<file path="src/hdl/i2cbs_pkg.sv">
package i2cbs_pkg;

    typedef enum logic [2:0] {
        CMD_TICK  = 3'd0,
        CMD_START = 3'd1,
        CMD_STOP  = 3'd2,
        CMD_WRITE = 3'd3,
        CMD_READ  = 3'd4
    } cmd_t;

    typedef enum logic [2:0] {
        OP_IDLE  = 3'd0,
        OP_START = 3'd1,
        OP_STOP  = 3'd2,
        OP_WRITE = 3'd3,
        OP_READ  = 3'd4
    } op_t;

    typedef enum logic {
        REG_WRITE_WAIT = 1'b0,
        REG_READ_WAIT  = 1'b1
    } reg_index_t;

    localparam logic [15:0] WRITE_WAIT_RESET = 16'd1000;
    localparam logic [15:0] READ_WAIT_RESET  = 16'd5;
    localparam logic [3:0]  BITS_PER_BYTE    = 4'd8;

    typedef struct packed {
        op_t         op;
        logic [3:0]  phase;
        logic [3:0]  bit_index;
        logic [7:0]  shift_byte;
        logic [15:0] wait_count;
        logic        scl;
        logic        sda;
        logic        ack_choice;
        logic [7:0]  last_read;
    } seq_state_t;

    localparam seq_state_t SEQ_STATE_RESET = '{
        op:         OP_IDLE,
        phase:      4'd0,
        bit_index:  4'd0,
        shift_byte: 8'd0,
        wait_count: 16'd0,
        scl:        1'b1,
        sda:        1'b1,
        ack_choice: 1'b0,
        last_read:  8'd0
    };

    typedef struct packed {
        logic        rejected;
        logic [7:0]  read_data;
        logic        done_res;
        logic        busy_res;
        logic        sda_level;
        logic        scl_level;
    } result_t;

endpackage

</file>
<file path="src/hdl/i2cbs_step.sv">
module i2cbs_step
(
    input  i2cbs_pkg::seq_state_t cur,
    input  logic [2:0]            command,
    input  logic [7:0]            write_data,
    input  logic                  read_nack,
    input  logic                  sda_in,
    input  logic [15:0]           write_wait_ticks,
    input  logic [15:0]           read_wait_ticks,
    output i2cbs_pkg::seq_state_t nxt,
    output i2cbs_pkg::result_t    result
);

    logic        run;
    logic        sample;
    logic        seg_end;
    logic        is_cmd;
    logic [15:0] wait_len;

    always_comb
    begin
        nxt      = cur;
        run      = 1'b0;
        sample   = 1'b0;
        seg_end  = 1'b0;
        is_cmd   = 1'b0;
        wait_len = 16'd0;
        result   = '0;

        case (i2cbs_pkg::cmd_t'(command))
            i2cbs_pkg::CMD_START: is_cmd = 1'b1;
            i2cbs_pkg::CMD_STOP:  is_cmd = 1'b1;
            i2cbs_pkg::CMD_WRITE: is_cmd = 1'b1;
            i2cbs_pkg::CMD_READ:  is_cmd = 1'b1;
            default:              is_cmd = 1'b0;
        endcase

        if (is_cmd)
        begin
            if (cur.op != i2cbs_pkg::OP_IDLE)
            begin
                result.rejected = 1'b1;
            end
            else
            begin
                nxt.op         = i2cbs_pkg::op_t'(command);
                nxt.phase      = 4'd0;
                nxt.bit_index  = 4'd0;
                nxt.shift_byte = (command == i2cbs_pkg::CMD_WRITE) ? write_data : 8'd0;
                nxt.ack_choice = read_nack;
                if (command == i2cbs_pkg::CMD_READ)
                begin
                    nxt.sda = 1'b1;
                end
                run = 1'b1;
            end
        end
        else if (cur.op != i2cbs_pkg::OP_IDLE)
        begin
            if (cur.wait_count > 16'd1)
            begin
                nxt.wait_count = cur.wait_count - 16'd1;
            end
            else
            begin
                run    = 1'b1;
                sample = sda_in;
            end
        end

        if (run)
        begin
            case (nxt.op)
                i2cbs_pkg::OP_START:
                begin
                    case (nxt.phase)
                        4'd0:
                        begin
                            nxt.sda = 1'b1;
                            nxt.scl = 1'b1;
                        end
                        4'd1:    nxt.sda = 1'b0;
                        4'd2:    nxt.scl = 1'b0;
                        default: seg_end = 1'b1;
                    endcase
                    nxt.phase = nxt.phase + 4'd1;
                end
                i2cbs_pkg::OP_STOP:
                begin
                    case (nxt.phase)
                        4'd0:
                        begin
                            nxt.scl = 1'b0;
                            nxt.sda = 1'b0;
                        end
                        4'd1:    nxt.scl = 1'b1;
                        4'd2:    nxt.sda = 1'b1;
                        default: seg_end = 1'b1;
                    endcase
                    nxt.phase = nxt.phase + 4'd1;
                end
                i2cbs_pkg::OP_WRITE:
                begin
                    if (nxt.bit_index < i2cbs_pkg::BITS_PER_BYTE)
                    begin
                        case (nxt.phase)
                            4'd0: nxt.scl = 1'b0;
                            4'd1:
                            begin
                                nxt.sda        = nxt.shift_byte[7];
                                nxt.shift_byte = {nxt.shift_byte[6:0], 1'b0};
                            end
                            default: nxt.scl = 1'b1;
                        endcase
                        nxt.phase = nxt.phase + 4'd1;
                        if (nxt.phase >= 4'd3)
                        begin
                            nxt.phase     = 4'd0;
                            nxt.bit_index = nxt.bit_index + 4'd1;
                        end
                    end
                    else
                    begin
                        // ack clock: driven, not sampled
                        case (nxt.phase)
                            4'd0:
                            begin
                                nxt.scl = 1'b0;
                                nxt.sda = 1'b1;
                            end
                            4'd1: nxt.scl = 1'b1;
                            default:
                            begin
                                nxt.scl = 1'b0;
                                seg_end = 1'b1;
                            end
                        endcase
                        nxt.phase = nxt.phase + 4'd1;
                    end
                end
                i2cbs_pkg::OP_READ:
                begin
                    if (nxt.bit_index < i2cbs_pkg::BITS_PER_BYTE)
                    begin
                        case (nxt.phase)
                            4'd0:    nxt.scl = 1'b0;
                            4'd1:    nxt.scl = 1'b1;
                            default: nxt.shift_byte = {nxt.shift_byte[6:0], sample};
                        endcase
                        nxt.phase = nxt.phase + 4'd1;
                        if (nxt.phase >= 4'd3)
                        begin
                            nxt.phase     = 4'd0;
                            nxt.bit_index = nxt.bit_index + 4'd1;
                        end
                    end
                    else
                    begin
                        case (nxt.phase)
                            4'd0:
                            begin
                                nxt.scl = 1'b0;
                                nxt.sda = nxt.ack_choice;
                            end
                            4'd1: nxt.scl = 1'b1;
                            4'd2:
                            begin
                                nxt.scl = 1'b0;
                                nxt.sda = 1'b1;
                            end
                            default:
                            begin
                                nxt.last_read = nxt.shift_byte;
                                seg_end       = 1'b1;
                            end
                        endcase
                        nxt.phase = nxt.phase + 4'd1;
                    end
                end
                default: seg_end = 1'b1;
            endcase

            if (seg_end)
            begin
                nxt.op          = i2cbs_pkg::OP_IDLE;
                nxt.phase       = 4'd0;
                nxt.bit_index   = 4'd0;
                nxt.wait_count  = 16'd0;
                result.done_res = 1'b1;
            end
            else
            begin
                wait_len = (nxt.op == i2cbs_pkg::OP_READ) ? read_wait_ticks
                                                          : write_wait_ticks;
                nxt.wait_count = (wait_len == 16'd0) ? 16'd1 : wait_len;
            end
        end

        result.scl_level = nxt.scl;
        result.sda_level = nxt.sda;
        result.busy_res  = (nxt.op != i2cbs_pkg::OP_IDLE);
        result.read_data = nxt.last_read;
    end

endmodule

</file>
<file path="src/hdl/i2c_master_bit_sequencer.sv">
// Channel   Dir  Accept               Contents
// s_*       in   s_tvalid & s_tready  tuser: command; tdata: write_data, read_nack, sda_in
// m_*       out  m_tvalid & m_tready  tdata: scl, sda, busy, done, read_data, rejected
// cfg_*     in   cfg_we               index 0 write wait, 1 read wait
//
// One request per clock; its result sits in the output register the next cycle.
// s_tready is high when the output register is empty or being drained.
// A stalled m_tready holds the result and blocks further requests.
// rst_n clears the sequencer to idle with both lines released.
module i2c_master_bit_sequencer
(
    input  logic        clk,
    input  logic        rst_n,
    input  logic        s_tvalid,
    output logic        s_tready,
    input  logic [15:0] s_tdata,   // [7:0] write_data, [8] read_nack, [9] sda_in
    input  logic [2:0]  s_tuser,   // [2:0] command
    output logic        m_tvalid,
    input  logic        m_tready,
    output logic [15:0] m_tdata,   // [0] scl_level, [1] sda_level, [2] busy_res,
                                   // [3] done_res, [11:4] read_data, [12] rejected
    input  logic        cfg_we,
    input  logic        cfg_index,
    input  logic [15:0] cfg_data
);

    i2cbs_pkg::seq_state_t state_reg;
    i2cbs_pkg::seq_state_t state_next;
    i2cbs_pkg::result_t    res_next;
    i2cbs_pkg::result_t    res_reg;
    logic                  valid_reg;
    logic [15:0]           write_wait_reg;
    logic [15:0]           read_wait_reg;
    logic                  accept;

    assign s_tready = !valid_reg || m_tready;
    assign accept   = s_tvalid && s_tready;

    i2cbs_step u_step
    (
        .cur              (state_reg),
        .command          (s_tuser),
        .write_data       (s_tdata[7:0]),
        .read_nack        (s_tdata[8]),
        .sda_in           (s_tdata[9]),
        .write_wait_ticks (write_wait_reg),
        .read_wait_ticks  (read_wait_reg),
        .nxt              (state_next),
        .result           (res_next)
    );

    always_ff @(posedge clk or negedge rst_n)
    begin
        if (!rst_n)
        begin
            write_wait_reg <= i2cbs_pkg::WRITE_WAIT_RESET;
            read_wait_reg  <= i2cbs_pkg::READ_WAIT_RESET;
        end
        else if (cfg_we)
        begin
            case (i2cbs_pkg::reg_index_t'(cfg_index))
                i2cbs_pkg::REG_WRITE_WAIT: write_wait_reg <= cfg_data;
                i2cbs_pkg::REG_READ_WAIT:  read_wait_reg  <= cfg_data;
                default:                   write_wait_reg <= write_wait_reg;
            endcase
        end
    end

    always_ff @(posedge clk or negedge rst_n)
    begin
        if (!rst_n)
        begin
            state_reg <= i2cbs_pkg::SEQ_STATE_RESET;
            valid_reg <= 1'b0;
        end
        else
        begin
            if (accept)
            begin
                state_reg <= state_next;
                valid_reg <= 1'b1;
            end
            else if (m_tready)
            begin
                valid_reg <= 1'b0;
            end
        end
    end

    always_ff @(posedge clk)
    begin
        if (accept)
        begin
            res_reg <= res_next;
        end
    end

    assign m_tvalid = valid_reg;
    assign m_tdata  = {3'd0, res_reg.rejected, res_reg.read_data, res_reg.done_res,
                       res_reg.busy_res, res_reg.sda_level, res_reg.scl_level};

endmodule

</file>
<file path="config.mk">
export PLATFORM = sky130hd
export DESIGN_NAME = i2c_master_bit_sequencer
export DESIGN_NICKNAME = d
export VERILOG_FILES = /design/src/hdl/i2cbs_pkg.sv /design/src/hdl/i2cbs_step.sv /design/src/hdl/i2c_master_bit_sequencer.sv
export SDC_FILE = /design/constraint.sdc
export NUM_CORES = 1
export LEC_CHECK = 0
export BUFFER_PORTS_ARGS = -buffer_cell sky130_fd_sc_hd__buf_2
export CORE_ASPECT_RATIO = 0.6
export CORE_MARGIN = 2
export CORE_UTILIZATION = 55
export DETAILED_ROUTE_END_ITERATION = 10
export PLACE_DENSITY = 0.76
export SLEW_MARGIN = 20
export SYNTH_ARGS = -nofsm -noshare
export SYNTH_HDL_FRONTEND = slang
export SYNTH_HIERARCHICAL = 1
export SYNTH_SLANG_ARGS = --single-unit
</file>
<file path="constraint.sdc">
create_clock -name clk -period 5.4 [get_ports clk]
set_input_delay 0.27 -clock clk [delete_from_list [all_inputs] [get_ports clk]]
set_output_delay 0.27 -clock clk [all_outputs]
set_load 0.01 [all_outputs]
</file>
== Yosys cells after proc, flatten, opt, wreduce, memory -nomap -nowiden ==
Cells that the tools add are included.
Word-level totals
  latch bits: 0
  memories: 0
  bits in registers: 92
  logic and storage cells: 113
  memory bits (read-only): 0
  input bits: 41
  memory bits (writable): 0
  output and inout bits: 18
Operators by class
  eq/ne operators: 11
  bitwise logic cells: 1
  add/sub/neg operators: 3
  multipliers: 0
  shift operators: 0
  multiplexer cells: 58
  div/mod/pow operators: 0
  reduce and logical (&&, ||, !) cells: 19
  order comparisons: 3
Operator list (count)
  $mux 16: 6
  $mux 8: 8
  $mux 19: 2
  $mux 37: 1
  $mux 12: 2
  $pmux 12 s2: 1
  $mux 1: 23
  $gt 16x1->1 const B: 1
  $logic_not 16->1: 1
  $sub 16x1->16 const B: 1
  $pmux 1 s2: 7
  $eq 3x2->1 const B: 4
  $mux 11: 1
  $add 4x1->4 const B: 2
  $pmux 2 s4: 1
  $pmux 4 s2: 1
  $reduce_or 2->1: 4
  $eq 3x1->1 const B: 2
  $eq 3x3->1 const B: 2
  $mux 2: 3
  $reduce_bool 2->1: 3
  $reduce_bool 3->1: 2
  $eq 4x1->1 const B: 1
  $eq 4x2->1 const B: 1
  other kinds (14): 15

== Depth between registers and ports, before layout ==
  depth in word-level cells: 13
  gate-level depth with buffers: 12
  depth with buffers taken out: 9

== Cells and area by module ==
The synthesis kept the hierarchy.
Modules (own cells, without submodules)
  i2c_master_bit_sequencer: cells an instance 188, times used 1, area an instance 3528.4 µm², seq. area each 2379.8 µm²
  i2cbs_step: cells an instance 301, times used 1, area an instance 1936.9 µm², seq. area each 0.0 µm²

== Least setup slack after synthesis ==
OpenSTA, ideal clock, no wires.
  kind: input -> register
  start point: in s_tuser[0]
  end point: reg state_reg[18] (netlist name)
  arrival time: 2.260 ns
  path slack: 3.015 ns
  stages on the path: 9
  path buffers: 2
  data required time: 5.275 ns
  library setup time: 0.125 ns
  path through: buf_2 or3_1 buf_2 a21oi_4 o2111ai_2 or4_1 xor2_1 o22ai_2 mux2_4
RTL lines
  from (decl): RTL line i2c_master_bit_sequencer.sv:17  | input logic [2:0] s_tuser,
  to (signal assigned): RTL line i2c_master_bit_sequencer.sv:73  | state_reg <= i2cbs_pkg::SEQ_STATE_RESET;
  to (signal assigned): RTL line i2c_master_bit_sequencer.sv:80  | state_reg <= state_next;
  to (decl): RTL line i2c_master_bit_sequencer.sv:27  | i2cbs_pkg::seq_state_t state_reg;

==> results.yml <==
synthesis:
  synth.area.top_cells: "dfrtp_1, mux2_2, mux2_4, edfxtp_1, dfstp_2"
  synth.top_cell.area_share: 0.316
  ys_seq_elements: 92
  synth.mux.area_fraction: 0.228
  syn_inst: 489
  seq_area_frac_synth: 0.435
  syn-cell-area_sq_um: 5470
  ys.flop_type: "dfrtp_1"
  synthAdderAreaFrac: 0.00687
  ys_warn_count: 6
  synth-xor-area-share: 0.0272
  synth_top_family_by_area: "multiplexers"
  syn_area_per_cell_sq_um: 11.2
  synthDistinctLibCells: 68
  synthArstFlopShare: 0.859
  synth_compound_area_frac: 0.111
  synth_edf_count: 13
  yosysTopAreaCell: "dfrtp_1"
  synth_simple_gate_area_frac: 0.135
global_routing:
  grt_pass1_vias: 3719
  grt_max_degree: 80
  antenna_found_initial: 0
  grt-ovfl-total: 0
  grt_pass1_wl_mm: 19.0
  track_usage: 0.226
finish:
  antenna_cells: 0
  synthToLayoutAreaGrowth_pct: 9.39
  largest_register_ffs: 46
  final_common_cell: "dfrtp_1"
  drive_above_1_share: 0.338
  most-common-layout-cells: "dfrtp_1, mux2_2, buf_2"
  stdcell_area_sq_um: 5980
  nNetsFinal: 562
  fin_cells: 658
floorplanning:
  die_w_um: 133
  ios: 59
  rows: 28
  core_area_sq_um: 9770
  die_area_sq_um: 10800
  start_util: 0.559
  die_h_um: 81.2
worst_setup_path:
  crit_arrival_ns: 3.66
  critPathMaxFanout: 24
  critPathCaptureType: "flip-flop"
  start_kind: "flip-flop"
  cp.required_ns: 5.63
  critPathKind: "flip-flop to flip-flop"
sta:
  drv_slew: 0
  setup_viol_count_final: 0
  hold_violations: 69
  max_freq_ghz: 0.292
  slew_headroom: 0.336
  finClkSkew_ns: 0.00698
  timing.final.crit_share: 0.635
  setup_tns_ns: 0
  hold_ws_ns: -0.0481
  rsz0062_at_grt: "false"
  tightestPinTransition_ns: 0.993
  period_minus_slack_ns: 3.43
detailed_routing:
  totalWireLength_mm: 11.8
  drt_iter0_markers: 468
  via_per_inst: 6.10
  vias: 4015
  detail-route-antenna-nets: 0
  first_pass_iters: 5
  route.detailed.drc: 0
  wire_per_inst_um: 17.9
run_status:
  violations: "negative hold slack"
  status: "finished with violations"
power:
  ir_worst_vdd_v: 0.000221
  p_leak_uw: 0.00275
  power_uw: 2730
  powerDensity_nw_per_um2: 457
worst_hold_path:
  hp-class: "input pin to asynchronous set/reset pin"
clocking:
  root_buffer: "clkbuf_16"
  insertion_delay_ns: 0.35
  cts_tree: "yes"
  post-cts-setup-buffer-count: 0
  clkTransAtPathRegs_ns: 0.07
  cts_resized: 0
  cts_buffers: 9
  cts_sinks: 92
  clockBufferDepth: 2
  hold_buffers: 0
  htree_num_levels: 3
placement:
  dp_cells: 642
  dpl-instance-area_sq_um: 5650
  place_congestion: 0.927
  hpwl_mm: 7.99
  numPortBuffers: 49
job:
  drv_cap: 0
metal layers:
metal,GRT usage,up-vias,routed length [um]
met5,0,-,0
met4,0.0667,0,165
met3,0.0556,18,775
met2,0.337,143,5080
met1,0.328,2000,5730
li1,-,1854,-
final cells by class:
cell class | count | area, sq um
flip-flops and latches | 92 | 2380
clock buffers | 10 | 229
repair buffers | 52 | 274
well taps | 135 | 169
inverters | 10 | 37.5
fillers | 784 | 3800
clock inverters | 6 | 96.3
multi-input cells | 353 | 2790
through the flow:
step,utilization,setup WS [ns],hold slack [ns]
6_report,0.612,1.97,-0.0481
5_1_grt,0.612,1.76,0.0201
4_1_cts,0.611,2.03,0.132
3_5_place_dp,0.578,2.07,0.492
3_3_place_gp,0.578,2.16,0.487
2_1_floorplan,-,3.01,-0.0256
synth_stat cells, types with 6 or more instances:
| cell type | number |
|---|---|
| and2_1 | 6 |
| dfrtp_1 | 69 |
| nor3_1 | 9 |
| mux2_4 | 29 |
| dfstp_2 | 10 |
| nand4_1 | 7 |
| mux2i_1 | 25 |
| buf_2 | 13 |
| inv_1 | 10 |
| buf_4 | 13 |
| nor2_1 | 35 |
| nand2_1 | 21 |
| xnor2_1 | 12 |
| mux2_2 | 50 |
| o22ai_1 | 16 |
| nor4_1 | 17 |
| a21oi_1 | 26 |
| and3_1 | 10 |
| edfxtp_1 | 13 |
| o21ai_0 | 11 |
path summary, 6_finish.rpt:
kind | start | slack (ns) | end | depth (start not counted)
max | state_reg[45] | 1.97 | state_reg[16] | 5
max reg2reg | state_reg[45] | 1.97 | state_reg[16] | 5
min reg2reg | state_reg[3] | 0.52 | state_reg[3] | 1
min | rst_n | -0.05 | write_wait_reg[11] | 1
max in group asynchronous | rst_n | 4.96 | read_wait_reg[5] | 1
min in group clk | s_tvalid | 0.13 | m_tvalid | 2
cell families after synthesis:
family / after synthesis
and+or+nand+nor: 136
muxes: 104
buffers and inverters: 46
other: 1
AOI/OAI and AO/OA: 90
adders and majority gates: 3
xor gates and xnor gates: 17
DFF: 92
worst max-delay path, stage by stage, from the launching register on:
cell and delay, ns:
dfrtp_1 0.57, nor3_2 0.52, nand3_1 0.80, nand2_1 0.89
o22ai_1 0.21, mux2_4 0.31
power by group:
group	leakage [uW]	internal [uW]	switching, uW
Sequential	0.00111	866	182
Clock	0.000155	411	280
Combinational	0.00149	468	521
(Power assumes the default switching activity.)
